`src/sv/sine_tone_generator_assert.svh`:
```
// assertion macros for the sine tone generator
`ifndef SINE_TONE_GENERATOR_ASSERT_SVH
`define SINE_TONE_GENERATOR_ASSERT_SVH
`ifndef ASSERT_OFF
// property that must hold at every clock edge outside reset
`define STG_ASSERT(lbl, clk, rst_n, prop, msg) \
  lbl: assert property (@(posedge clk) disable iff (!rst_n) prop) \
    else $error(msg);
// condition that must never be seen outside reset
`define STG_NEVER(lbl, clk, rst_n, cond, msg) \
  `STG_ASSERT(lbl, clk, rst_n, !(cond), msg)
`else
`define STG_ASSERT(lbl, clk, rst_n, prop, msg)
`define STG_NEVER(lbl, clk, rst_n, cond, msg)
`endif
`endif

```
`src/sv/stg_pkg.sv`:
```
// types, constants and codes shared by the sine tone generator files
package stg_pkg;

  localparam int unsigned RATE_W   = 17;
  localparam int unsigned FREQ_W   = 15;
  localparam int unsigned DUR_W    = 16;
  localparam int unsigned AMP_W    = 15;
  localparam int unsigned FRAMES_W = 23;

  localparam int unsigned PHASE_BITS_DEF      = 32;
  localparam int unsigned SINE_TABLE_BITS_DEF = 10;
  localparam int unsigned SAMPLE_BITS_DEF     = 16;

  // serial unit operand width and fixed point format of the sine polynomial
  localparam int unsigned OP_W      = 32;
  localparam int unsigned Q_FRAC    = 30;
  localparam int unsigned HD_W      = 32;
  localparam int unsigned FR_PROD_W = RATE_W + DUR_W;

  localparam logic [RATE_W-1:0]   RATE_RESET  = RATE_W'(44100);
  localparam logic [OP_W-1:0]     MS_PER_S    = OP_W'(1000);
  localparam logic [OP_W-1:0]     Q30_ONE     = OP_W'(1073741824);
  localparam logic [OP_W-1:0]     HALF_PI_Q30 = OP_W'(1686629713);
  localparam logic [FRAMES_W-1:0] FRAMES_MAX  = '1;

  // taylor divisors, innermost term first
  localparam int unsigned HORNER_N = 5;
  localparam int unsigned HK_W     = $clog2(HORNER_N);
  localparam logic [OP_W-1:0] HORNER_DIV [HORNER_N] = '{
    OP_W'(110), OP_W'(72), OP_W'(42), OP_W'(20), OP_W'(6)
  };

  typedef enum logic {
    FUNC_START = 1'b0,
    FUNC_TICK  = 1'b1
  } stg_func_e;

  typedef enum logic {
    ALU_MUL,
    ALU_DIV
  } stg_alu_op_e;

  typedef struct packed {
    logic        start;
    stg_alu_op_e op;
  } stg_alu_ctl_t;

  typedef enum logic [3:0] {
    S_IDLE,
    S_FMUL,
    S_FDIV,
    S_PDIV,
    S_TX,
    S_TX2,
    S_THM,
    S_THD,
    S_TXT,
    S_TAS,
    S_TFS,
    S_EMIT
  } stg_state_e;

endpackage

```
`src/sv/stg_if.sv`:
```
// valid/ready channels for tone commands and pcm results
interface stg_in_if;
  import stg_pkg::*;

  logic              valid;
  logic              ready;
  logic              func;
  logic [FREQ_W-1:0] freq_hz;
  logic [DUR_W-1:0]  duration_ms;
  logic [AMP_W-1:0]  amplitude_q15;

  modport source (output valid, func, freq_hz, duration_ms, amplitude_q15, input ready);
  modport sink   (input valid, func, freq_hz, duration_ms, amplitude_q15, output ready);
endinterface

interface stg_out_if #(
  parameter int unsigned SAMPLE_BITS = stg_pkg::SAMPLE_BITS_DEF
);
  logic                          valid;
  logic                          ready;
  logic signed [SAMPLE_BITS-1:0] sample;
  logic                          active;
  logic                          last;

  modport source (output valid, sample, active, last, input ready);
  modport sink   (input valid, sample, active, last, output ready);
endinterface

```
`src/sv/stg_serial_alu.sv`:
```
// bit-serial shift-add multiplier and restoring divider, one bit per cycle
module stg_serial_alu #(
  parameter int unsigned ACC_W = 64,
  parameter int unsigned OP_W  = stg_pkg::OP_W,
  parameter int unsigned CNT_W = $clog2(ACC_W + 1)
) (
  input  logic                  clk_i,
  input  logic                  rst_ni,
  input  stg_pkg::stg_alu_ctl_t ctl_i,
  input  logic [CNT_W-1:0]      cnt_i,
  input  logic [OP_W-1:0]       a_i,
  input  logic [ACC_W-1:0]      b_i,
  output logic [ACC_W-1:0]      res_o,
  output logic                  done_o
);
  import stg_pkg::*;

  logic              busy_q;
  logic              done_q;
  logic [CNT_W-1:0]  cnt_q;
  stg_alu_op_e       op_q;
  logic [OP_W-1:0]   opd_q;
  logic [OP_W-1:0]   mplr_q;
  logic [OP_W-1:0]   rem_q;
  logic [ACC_W-1:0]  prod_q;

  logic [OP_W:0]     trial;
  logic              ge;
  logic [ACC_W-1:0]  mul_sum;

  // divide: next dividend bit joins the partial remainder
  assign trial = {rem_q, prod_q[ACC_W-1]};
  assign ge    = trial >= {1'b0, opd_q};
  // multiply: msb-first over the multiplier
  assign mul_sum = {prod_q[ACC_W-2:0], 1'b0} + (mplr_q[OP_W-1] ? ACC_W'(opd_q) : '0);

  always_ff @(posedge clk_i or negedge rst_ni) begin
    if (!rst_ni) begin
      busy_q <= 1'b0;
      done_q <= 1'b0;
      cnt_q  <= '0;
      op_q   <= ALU_MUL;
    end else if (ctl_i.start) begin
      busy_q <= 1'b1;
      done_q <= 1'b0;
      cnt_q  <= cnt_i;
      op_q   <= ctl_i.op;
    end else if (busy_q) begin
      cnt_q <= cnt_q - 1'b1;
      if (cnt_q == CNT_W'(1)) begin
        busy_q <= 1'b0;
        done_q <= 1'b1;
      end
    end else begin
      done_q <= 1'b0;
    end
  end

  always_ff @(posedge clk_i) begin
    if (ctl_i.start) begin
      opd_q  <= a_i;
      mplr_q <= b_i[OP_W-1:0];
      rem_q  <= '0;
      prod_q <= (ctl_i.op == ALU_DIV) ? b_i : '0;
    end else if (busy_q) begin
      if (op_q == ALU_MUL) begin
        prod_q <= mul_sum;
        mplr_q <= {mplr_q[OP_W-2:0], 1'b0};
      end else begin
        rem_q  <= ge ? OP_W'(trial - {1'b0, opd_q}) : trial[OP_W-1:0];
        prod_q <= {prod_q[ACC_W-2:0], ge};
      end
    end
  end

  assign res_o  = prod_q;
  assign done_o = done_q;

endmodule

```
`src/sv/sine_tone_generator.sv`:
```
// sine tone generator: phase accumulator and a serially evaluated taylor sine
// start item: a multiply for the frame count, then a divide by 1000, then the phase step divide
// tick in a tone: 15 serial 32-bit ops through one unit
// idle tick: goes straight to the emit state with no serial ops; one item at a time, ready only when idle
// the output register holds a result while the next item is taken
// reset clears phase, step, frame count and level, and sets the output rate to 44100
module sine_tone_generator #(
  parameter int unsigned PHASE_BITS      = stg_pkg::PHASE_BITS_DEF,
  parameter int unsigned SINE_TABLE_BITS = stg_pkg::SINE_TABLE_BITS_DEF,
  parameter int unsigned SAMPLE_BITS     = stg_pkg::SAMPLE_BITS_DEF
) (
  input  logic                       clk_i,
  input  logic                       rst_ni,
  input  logic                       cfg_we_i,
  input  logic [stg_pkg::RATE_W-1:0] cfg_wdata_i,
  stg_in_if.sink                     item_i,
  stg_out_if.source                  result_o
);
  `include "sine_tone_generator_assert.svh"
  import stg_pkg::*;

  localparam int unsigned ACC_W = (2 * OP_W > FREQ_W + PHASE_BITS) ?
                                  2 * OP_W : FREQ_W + PHASE_BITS;
  localparam int unsigned CNT_W = $clog2(ACC_W + 1);
  localparam int unsigned M_W   = SINE_TABLE_BITS - 1;
  localparam logic [M_W-1:0]  QLEN = M_W'(2 ** (SINE_TABLE_BITS - 2));
  localparam logic [OP_W-1:0] FULL_SCALE = OP_W'((2 ** (SAMPLE_BITS - 1)) - 1);

  stg_state_e state_q, state_d;

  logic [RATE_W-1:0]      rate_q, rate_d;
  logic [PHASE_BITS-1:0]  phase_q, phase_d;
  logic [PHASE_BITS-1:0]  step_q, step_d;
  logic [FRAMES_W-1:0]    frames_q, frames_d;
  logic [AMP_W-1:0]       peak_q, peak_d;
  logic                   out_valid_q, out_valid_d;

  logic [FREQ_W-1:0]      freq_q, freq_d;
  logic [OP_W-1:0]        x_q, x_d;
  logic [OP_W-1:0]        x2_q, x2_d;
  logic [HK_W-1:0]        k_q, k_d;
  logic [SAMPLE_BITS-1:0] smp_q, smp_d;
  logic                   act_q, act_d;
  logic [SAMPLE_BITS-1:0] out_sample_q, out_sample_d;
  logic                   out_active_q, out_active_d;
  logic                   out_last_q, out_last_d;

  stg_alu_ctl_t           alu_ctl;
  logic [CNT_W-1:0]       alu_cnt;
  logic [OP_W-1:0]        alu_a;
  logic [ACC_W-1:0]       alu_b;
  logic [ACC_W-1:0]       alu_res;
  logic                   alu_done;

  logic                     in_fire;
  logic                     emit_fire;
  logic [SINE_TABLE_BITS-1:0] idx;
  logic [1:0]               quad;
  logic [M_W-1:0]           r_ext;
  logic [M_W-1:0]           m_val;
  logic [OP_W-1:0]          x_new;
  logic [OP_W-1:0]          x2_new;
  logic [OP_W-1:0]          t_new;
  logic [ACC_W-1:0]         s_raw;
  logic [OP_W-1:0]          s_val;
  logic [OP_W-1:0]          v_new;
  logic [SAMPLE_BITS-1:0]   mag;
  logic [FRAMES_W-1:0]      frames_sat;
  logic [ACC_W-1:0]         hd_dvd;

  stg_serial_alu #(
    .ACC_W (ACC_W),
    .OP_W  (OP_W),
    .CNT_W (CNT_W)
  ) u_alu (
    .clk_i  (clk_i),
    .rst_ni (rst_ni),
    .ctl_i  (alu_ctl),
    .cnt_i  (alu_cnt),
    .a_i    (alu_a),
    .b_i    (alu_b),
    .res_o  (alu_res),
    .done_o (alu_done)
  );

  assign in_fire   = item_i.valid && item_i.ready;
  assign emit_fire = (state_q == S_EMIT) && (!out_valid_q || result_o.ready);

  // quarter-wave fold of the phase
  assign idx   = phase_q[PHASE_BITS-1 -: SINE_TABLE_BITS];
  assign quad  = idx[SINE_TABLE_BITS-1 -: 2];
  assign r_ext = {1'b0, idx[SINE_TABLE_BITS-3:0]};
  assign m_val = quad[0] ? QLEN - r_ext : r_ext;

  assign x_new  = OP_W'(alu_res >> (SINE_TABLE_BITS - 2));
  assign x2_new = OP_W'(alu_res >> Q_FRAC);
  assign t_new  = (alu_res >= ACC_W'(Q30_ONE)) ? '0 : Q30_ONE - alu_res[OP_W-1:0];
  assign s_raw  = alu_res >> Q_FRAC;
  assign s_val  = (s_raw > ACC_W'(Q30_ONE)) ? Q30_ONE : s_raw[OP_W-1:0];
  assign v_new  = OP_W'(alu_res >> AMP_W);
  assign mag    = alu_res[Q_FRAC +: SAMPLE_BITS];
  assign hd_dvd = (alu_res >> Q_FRAC) << (ACC_W - HD_W);
  assign frames_sat = (|alu_res[ACC_W-1:FRAMES_W]) ? FRAMES_MAX : alu_res[FRAMES_W-1:0];

  always_comb begin
    state_d      = state_q;
    rate_d       = rate_q;
    phase_d      = phase_q;
    step_d       = step_q;
    frames_d     = frames_q;
    peak_d       = peak_q;
    freq_d       = freq_q;
    x_d          = x_q;
    x2_d         = x2_q;
    k_d          = k_q;
    smp_d        = smp_q;
    act_d        = act_q;
    out_sample_d = out_sample_q;
    out_active_d = out_active_q;
    out_last_d   = out_last_q;
    out_valid_d  = out_valid_q;
    alu_ctl      = '{start: 1'b0, op: ALU_MUL};
    alu_cnt      = '0;
    alu_a        = '0;
    alu_b        = '0;

    if (cfg_we_i) begin
      rate_d = cfg_wdata_i;
    end
    if (out_valid_q && result_o.ready) begin
      out_valid_d = 1'b0;
    end

    case (state_q)
      S_IDLE: begin
        if (in_fire) begin
          if (item_i.func == FUNC_TICK) begin
            if (frames_q == '0) begin
              smp_d   = '0;
              act_d   = 1'b0;
              state_d = S_EMIT;
            end else begin
              alu_ctl = '{start: 1'b1, op: ALU_MUL};
              alu_cnt = CNT_W'(OP_W);
              alu_a   = HALF_PI_Q30;
              alu_b   = ACC_W'(m_val);
              state_d = S_TX;
            end
          end else if (item_i.freq_hz != '0) begin
            // frame count first: rate * duration
            freq_d  = item_i.freq_hz;
            peak_d  = item_i.amplitude_q15;
            alu_ctl = '{start: 1'b1, op: ALU_MUL};
            alu_cnt = CNT_W'(OP_W);
            alu_a   = OP_W'(rate_q);
            alu_b   = ACC_W'(item_i.duration_ms);
            state_d = S_FMUL;
          end
        end
      end
      S_FMUL: begin
        if (alu_done) begin
          alu_ctl = '{start: 1'b1, op: ALU_DIV};
          alu_cnt = CNT_W'(FR_PROD_W);
          alu_a   = MS_PER_S;
          alu_b   = alu_res << (ACC_W - FR_PROD_W);
          state_d = S_FDIV;
        end
      end
      S_FDIV: begin
        if (alu_done) begin
          // phase step: (freq << PHASE_BITS) / rate, zero rate gives all ones
          frames_d = frames_sat;
          alu_ctl  = '{start: 1'b1, op: ALU_DIV};
          alu_cnt  = CNT_W'(FREQ_W + PHASE_BITS);
          alu_a    = OP_W'(rate_q);
          alu_b    = ACC_W'(freq_q) << (ACC_W - FREQ_W);
          state_d  = S_PDIV;
        end
      end
      S_PDIV: begin
        if (alu_done) begin
          step_d  = alu_res[PHASE_BITS-1:0];
          phase_d = '0;
          state_d = S_IDLE;
        end
      end
      S_TX: begin
        if (alu_done) begin
          x_d     = x_new;
          alu_ctl = '{start: 1'b1, op: ALU_MUL};
          alu_cnt = CNT_W'(OP_W);
          alu_a   = x_new;
          alu_b   = ACC_W'(x_new);
          state_d = S_TX2;
        end
      end
      S_TX2: begin
        if (alu_done) begin
          x2_d    = x2_new;
          k_d     = '0;
          alu_ctl = '{start: 1'b1, op: ALU_MUL};
          alu_cnt = CNT_W'(OP_W);
          alu_a   = x2_new;
          alu_b   = ACC_W'(Q30_ONE);
          state_d = S_THM;
        end
      end
      S_THM: begin
        if (alu_done) begin
          alu_ctl = '{start: 1'b1, op: ALU_DIV};
          alu_cnt = CNT_W'(HD_W);
          alu_a   = HORNER_DIV[k_q];
          alu_b   = hd_dvd;
          state_d = S_THD;
        end
      end
      S_THD: begin
        if (alu_done) begin
          alu_ctl = '{start: 1'b1, op: ALU_MUL};
          alu_cnt = CNT_W'(OP_W);
          alu_b   = ACC_W'(t_new);
          if (k_q == HK_W'(HORNER_N - 1)) begin
            alu_a   = x_q;
            state_d = S_TXT;
          end else begin
            k_d     = k_q + 1'b1;
            alu_a   = x2_q;
            state_d = S_THM;
          end
        end
      end
      S_TXT: begin
        if (alu_done) begin
          alu_ctl = '{start: 1'b1, op: ALU_MUL};
          alu_cnt = CNT_W'(OP_W);
          alu_a   = s_val;
          alu_b   = ACC_W'(peak_q);
          state_d = S_TAS;
        end
      end
      S_TAS: begin
        if (alu_done) begin
          alu_ctl = '{start: 1'b1, op: ALU_MUL};
          alu_cnt = CNT_W'(OP_W);
          alu_a   = v_new;
          alu_b   = ACC_W'(FULL_SCALE);
          state_d = S_TFS;
        end
      end
      S_TFS: begin
        if (alu_done) begin
          // lower half of the wave is negative
          smp_d   = quad[1] ? '0 - mag : mag;
          act_d   = 1'b1;
          state_d = S_EMIT;
        end
      end
      S_EMIT: begin
        if (emit_fire) begin
          out_valid_d  = 1'b1;
          out_sample_d = smp_q;
          out_active_d = act_q;
          out_last_d   = act_q && (frames_q == FRAMES_W'(1));
          if (act_q) begin
            phase_d  = phase_q + step_q;
            frames_d = frames_q - 1'b1;
          end
          state_d = S_IDLE;
        end
      end
      default: begin
        state_d = S_IDLE;
      end
    endcase
  end

  always_ff @(posedge clk_i or negedge rst_ni) begin
    if (!rst_ni) begin
      state_q     <= S_IDLE;
      rate_q      <= RATE_RESET;
      phase_q     <= '0;
      step_q      <= '0;
      frames_q    <= '0;
      peak_q      <= '0;
      out_valid_q <= 1'b0;
    end else begin
      state_q     <= state_d;
      rate_q      <= rate_d;
      phase_q     <= phase_d;
      step_q      <= step_d;
      frames_q    <= frames_d;
      peak_q      <= peak_d;
      out_valid_q <= out_valid_d;
    end
  end

  always_ff @(posedge clk_i) begin
    freq_q       <= freq_d;
    x_q          <= x_d;
    x2_q         <= x2_d;
    k_q          <= k_d;
    smp_q        <= smp_d;
    act_q        <= act_d;
    out_sample_q <= out_sample_d;
    out_active_q <= out_active_d;
    out_last_q   <= out_last_d;
  end

  assign item_i.ready    = (state_q == S_IDLE);
  assign result_o.valid  = out_valid_q;
  assign result_o.sample = out_sample_q;
  assign result_o.active = out_active_q;
  assign result_o.last   = out_last_q;

  `STG_ASSERT(a_done_in_compute, clk_i, rst_ni, alu_done |-> (state_q != S_IDLE && state_q != S_EMIT), "serial unit finished outside a compute state")
  `STG_ASSERT(a_last_active, clk_i, rst_ni, out_valid_q && out_last_q |-> out_active_q, "last beat flagged on an idle result")
  `STG_ASSERT(a_idle_zero, clk_i, rst_ni, out_valid_q && !out_active_q |-> out_sample_q == '0, "idle result carries a nonzero sample")
  `STG_ASSERT(a_frame_count, clk_i, rst_ni, emit_fire && act_q |=> frames_q == $past(frames_q) - 1'b1, "frame count not stepped on an active beat")

endmodule

```
`src/flat_wrapper.sv`:
```
// flat-port wrapper written by rule: the top's interface ports become plain ports
module sine_tone_generator_flat import stg_pkg::*;
#(
  parameter int unsigned PHASE_BITS      = stg_pkg::PHASE_BITS_DEF,
  parameter int unsigned SINE_TABLE_BITS = stg_pkg::SINE_TABLE_BITS_DEF,
  parameter int unsigned SAMPLE_BITS     = stg_pkg::SAMPLE_BITS_DEF
)
  (clk_i, rst_ni, cfg_we_i, cfg_wdata_i, item_i_valid, item_i_func, item_i_freq_hz, item_i_duration_ms, item_i_amplitude_q15, item_i_ready, result_o_valid, result_o_sample, result_o_active, result_o_last, result_o_ready);
  stg_in_if item_i_i ();
  stg_out_if #(.SAMPLE_BITS(SAMPLE_BITS)) result_o_i ();
  input  logic clk_i;
  input  logic rst_ni;
  input  logic cfg_we_i;
  input  logic [stg_pkg::RATE_W-1:0] cfg_wdata_i;
  input wire logic [$bits(item_i_i.valid)-1:0] item_i_valid;
  input wire logic [$bits(item_i_i.func)-1:0] item_i_func;
  input wire logic [$bits(item_i_i.freq_hz)-1:0] item_i_freq_hz;
  input wire logic [$bits(item_i_i.duration_ms)-1:0] item_i_duration_ms;
  input wire logic [$bits(item_i_i.amplitude_q15)-1:0] item_i_amplitude_q15;
  output wire logic [$bits(item_i_i.ready)-1:0] item_i_ready;
  output wire logic [$bits(result_o_i.valid)-1:0] result_o_valid;
  output wire logic [$bits(result_o_i.sample)-1:0] result_o_sample;
  output wire logic [$bits(result_o_i.active)-1:0] result_o_active;
  output wire logic [$bits(result_o_i.last)-1:0] result_o_last;
  input wire logic [$bits(result_o_i.ready)-1:0] result_o_ready;
  assign item_i_i.valid = item_i_valid;
  assign item_i_i.func = item_i_func;
  assign item_i_i.freq_hz = item_i_freq_hz;
  assign item_i_i.duration_ms = item_i_duration_ms;
  assign item_i_i.amplitude_q15 = item_i_amplitude_q15;
  assign item_i_ready = item_i_i.ready;
  assign result_o_valid = result_o_i.valid;
  assign result_o_sample = result_o_i.sample;
  assign result_o_active = result_o_i.active;
  assign result_o_last = result_o_i.last;
  assign result_o_i.ready = result_o_ready;
  sine_tone_generator #(.PHASE_BITS(PHASE_BITS), .SINE_TABLE_BITS(SINE_TABLE_BITS), .SAMPLE_BITS(SAMPLE_BITS)) u_core (.clk_i(clk_i), .rst_ni(rst_ni), .cfg_we_i(cfg_we_i), .cfg_wdata_i(cfg_wdata_i), .item_i(item_i_i), .result_o(result_o_i));
endmodule
```
`config.mk`:
```
export PLATFORM = sky130hd
export DESIGN_NAME = sine_tone_generator_flat
export DESIGN_NICKNAME = d
export VERILOG_FILES = /design/src/sv/stg_pkg.sv /design/src/sv/stg_if.sv /design/src/sv/stg_serial_alu.sv /design/src/sv/sine_tone_generator.sv /design/src/flat_wrapper.sv
export VERILOG_INCLUDE_DIRS = /design/src /design/src/sv
export SDC_FILE = /design/constraint.sdc
export NUM_CORES = 1
export LEC_CHECK = 0
export ABC_CLOCK_PERIOD_IN_PS = 4900
export BUFFER_PORTS_ARGS = -buffer_cell sky130_fd_sc_hd__buf_4
export CAP_MARGIN = 20
export CORE_MARGIN = 2
export CORE_UTILIZATION = 63
export DETAILED_ROUTE_END_ITERATION = 6
export GPL_TIMING_DRIVEN = 1
export PLACE_DENSITY = 0.85
export SLEW_MARGIN = 20
export SYNTH_ARGS = -nofsm -noshare
export SYNTH_HDL_FRONTEND = slang
export SYNTH_SLANG_ARGS = --single-unit
```
`constraint.sdc`:
```
create_clock -name clk_i -period 4.9 [get_ports clk_i]
set_input_delay 0.98 -clock clk_i [delete_from_list [all_inputs] [get_ports clk_i]]
set_output_delay 0.98 -clock clk_i [all_outputs]
set_load 0.03 [all_outputs]
```
==> out/metrics.yaml <==
status: "complete, but fails checks"
violations: "DRC"
grt_pass1_wl_um: 121300
cts.path.max_buffers: 3
ff2ff_setup_slack_ns: 0.90
vias: 22100
synthesis.area_um2: 24880
die_area_um2: 41100
ant_nets: 0
synth_top_area_cell: "edfxtp_1"
gp_congestion: 1.065
timing.final.hold_violations: 0
synthCells: 2622
ioPinCount: 89
clock_sinks: 411
num_rows: 72
ys_seq_area_frac: 0.4565
chipWidth_um: 202.7
drtIter0Drc: 3362
grt_antenna_before_repair: 0
cts.clk_slew.worst_paths_ns: 0.06
worstPathRequired_ns: 5.22
final_nets: 2824
cts_resized: 0
worstSkewPairLatency_ns: 0.60
drcViolationCount: 15
path_class: "reg -> reg"
wl_um: 79370
gr-usage-all-layers: 0.3844
globalRouteOverflowTotal: 0
ys_seq_elements: 411
setup_tns_ns: 0
yosys_warnings: 0
cts_tree: "done"
synthArstFlopShare: 0.3260
slew-limit-headroom: 0.2442
drv_cap: 0
startpoint_type: "flip-flop"
yosysMostFrequentCell: "nand2_1"
drive_gt1_frac: 0.1082
clock-root-buffer: "clkbuf_16"
setup_violations: 0
io_buffers: 88
p_leak_uw: 0.01139
p_per_area_nw_per_um2: 261.2
area_delta_synth_final_pct: 10.65
grt_pass1_vias: 21030
hold_buffers: 0
fin_crit_sh: 0.8161
fillCellCount: 2840
rsz0062_at_grt: "false"
synth_flop_cell: "edfxtp_1"
clock_skew_ns: 0.01907
total_power_uw: 7191
cp_max_fo: 27
whs_ns: 0.4168
netlist.area_leader.share: 0.2957
fmax_mhz: 250.1
cp.arrival_ns: 4.32
wl_per_cell_um: 24.82
cp-end-kind: "flip-flop"
coreArea_um2: 38830
post-route-min-period_ns: 3.999
synth-edff-count: 245
cts_buffers: 45
syn_avg_cell_area_um2: 9.490
viasPerCell: 6.909
worstMarginPinSlew_ns: 1.134
grt_max_degree: 107
dr.pass1.iters: 7
hold_path_class: "reg -> reg"
start_util: 0.6409
dp_hpwl_um: 53690
peakVddDrop_mv: 0.2514
syn-num-nets: 2801
chipHeight_um: 202.7
post-cts-setup-buffers: 0
maxSlewViolCount: 0
synth_common_cells: "nand2_1, edfxtp_1, o21ai_0"
synth_area_leaders: "edfxtp_1, dfrtp_1, ha_1, nand2_1, o21ai_0"
htree_levels: 2
yosysUniqueCellTypes: 75
worst paths after layout:
kind / startpoint / to / cells past startpoint
max in group asynchronous: rst_ni / u_core.peak_q[10] / 2
max: u_core.u_alu.mplr_q[31] / u_core.u_alu.res_o[40] / 12
min: u_core.smp_q[14] / u_core.result_o.sample[14] / 0
min reg2reg: u_core.smp_q[14] / u_core.result_o.sample[14] / 0
max reg2reg: u_core.u_alu.mplr_q[31] / u_core.u_alu.res_o[40] / 12
min in group asynchronous: rst_ni / u_core.phase_q[14] / 1
registers in the layout, indices dropped and copies added (netlist names), 17 cells and up:
name	flops
u_core.rate_q	17
u_core.phase_q	32
u_core.x2_q	32
u_core.u_alu.mplr_q	32
u_core.x_q	32
u_core.step_q	32
u_core.u_alu.opd_q	32
u_core.u_alu.res_o	64
u_core.u_alu.rem_q	32
u_core.frames_q	23
routing by layer:
metal,GRT usage,wire (um)
met1,0.5045,28920
met2,0.5767,34160
met3,0.08957,10290
met4,0.2448,5996
met5,0,0
through the flow:
stage                     cell area [um2]  setup slack, ns    util  instances
final                               27530           0.9012  0.7091       3198
after floorplan                     24880           0.6268       -       2622
after detailed placement            26060           0.9860  0.6710       3115
after global placement              26040            1.052  0.6707       3114
after global routing                27530           0.7003  0.7090       3197
after CTS                           27500           0.9688  0.7082       3196
placed cells by master, fill, tap and decap left out, drive strengths merged, types with 20 or more instances in the layout:
cell type / instances
nand2: 324
edfxtp: 245
o21ai: 230
a21oi: 201
nor2: 166
buf: 155
dfrtp: 128
ha: 107
xnor2: 91
inv: 82
xor2: 70
nand3: 65
clkbuf: 53
mux2i: 51
nor3: 49
and2: 44
mux2: 44
o211ai: 33
nor4: 32
dfxtp: 32
a221o: 29
nand4: 26
a21o: 26
a22oi: 25
o21a: 24
and3: 22
clkinv: 21
nor2b: 20
a211oi: 20
critical path: stages (launching register included):
cell and delay [ns]:
edfxtp_1 0.47, buf_4 0.26, and2_1 0.17, ha_1 0.32, o21a_1 0.23, o21a_1 0.18, a21oi_1 0.35, and4b_1 0.27
o2111ai_1 0.27, a32o_1 0.73, nor4_1 0.16, xnor2_1 0.20, o21ai_0 0.11
cells by family after synthesis:
family          Yosys count  share of synthesized area
compound gates          752                     0.1916
flops                   411                     0.4565
simple gates            832                     0.1585
xor+xnor                161                    0.05667
mux                      95                    0.04043
fa+ha+maj               110                    0.05622
buf+inv                 261                    0.04008
final cells by class:
cell class / instances / area (um2) / share of cell area
antenna: 1 / 2.502 / 0.00009089
clock buffer: 53 / 1197 / 0.04349
clock inverter: 28 / 246.5 / 0.008953
inverter: 82 / 310.3 / 0.01127
multi-input combinational: 1950 / 12570 / 0.4566
sequential: 411 / 11360 / 0.4126
tap: 518 / 648.1 / 0.02354
timing repair buffer: 155 / 1195 / 0.04340
report_power, final:
group          total (uW)  internal (uW)  switching [uW]
Sequential           3690           3660            25.8
Combinational        94.1           49.9            44.1
Clock                3410           1950            1460
Total                7190           5660            1530
Note: power is estimated with default switching activity, not from simulation.
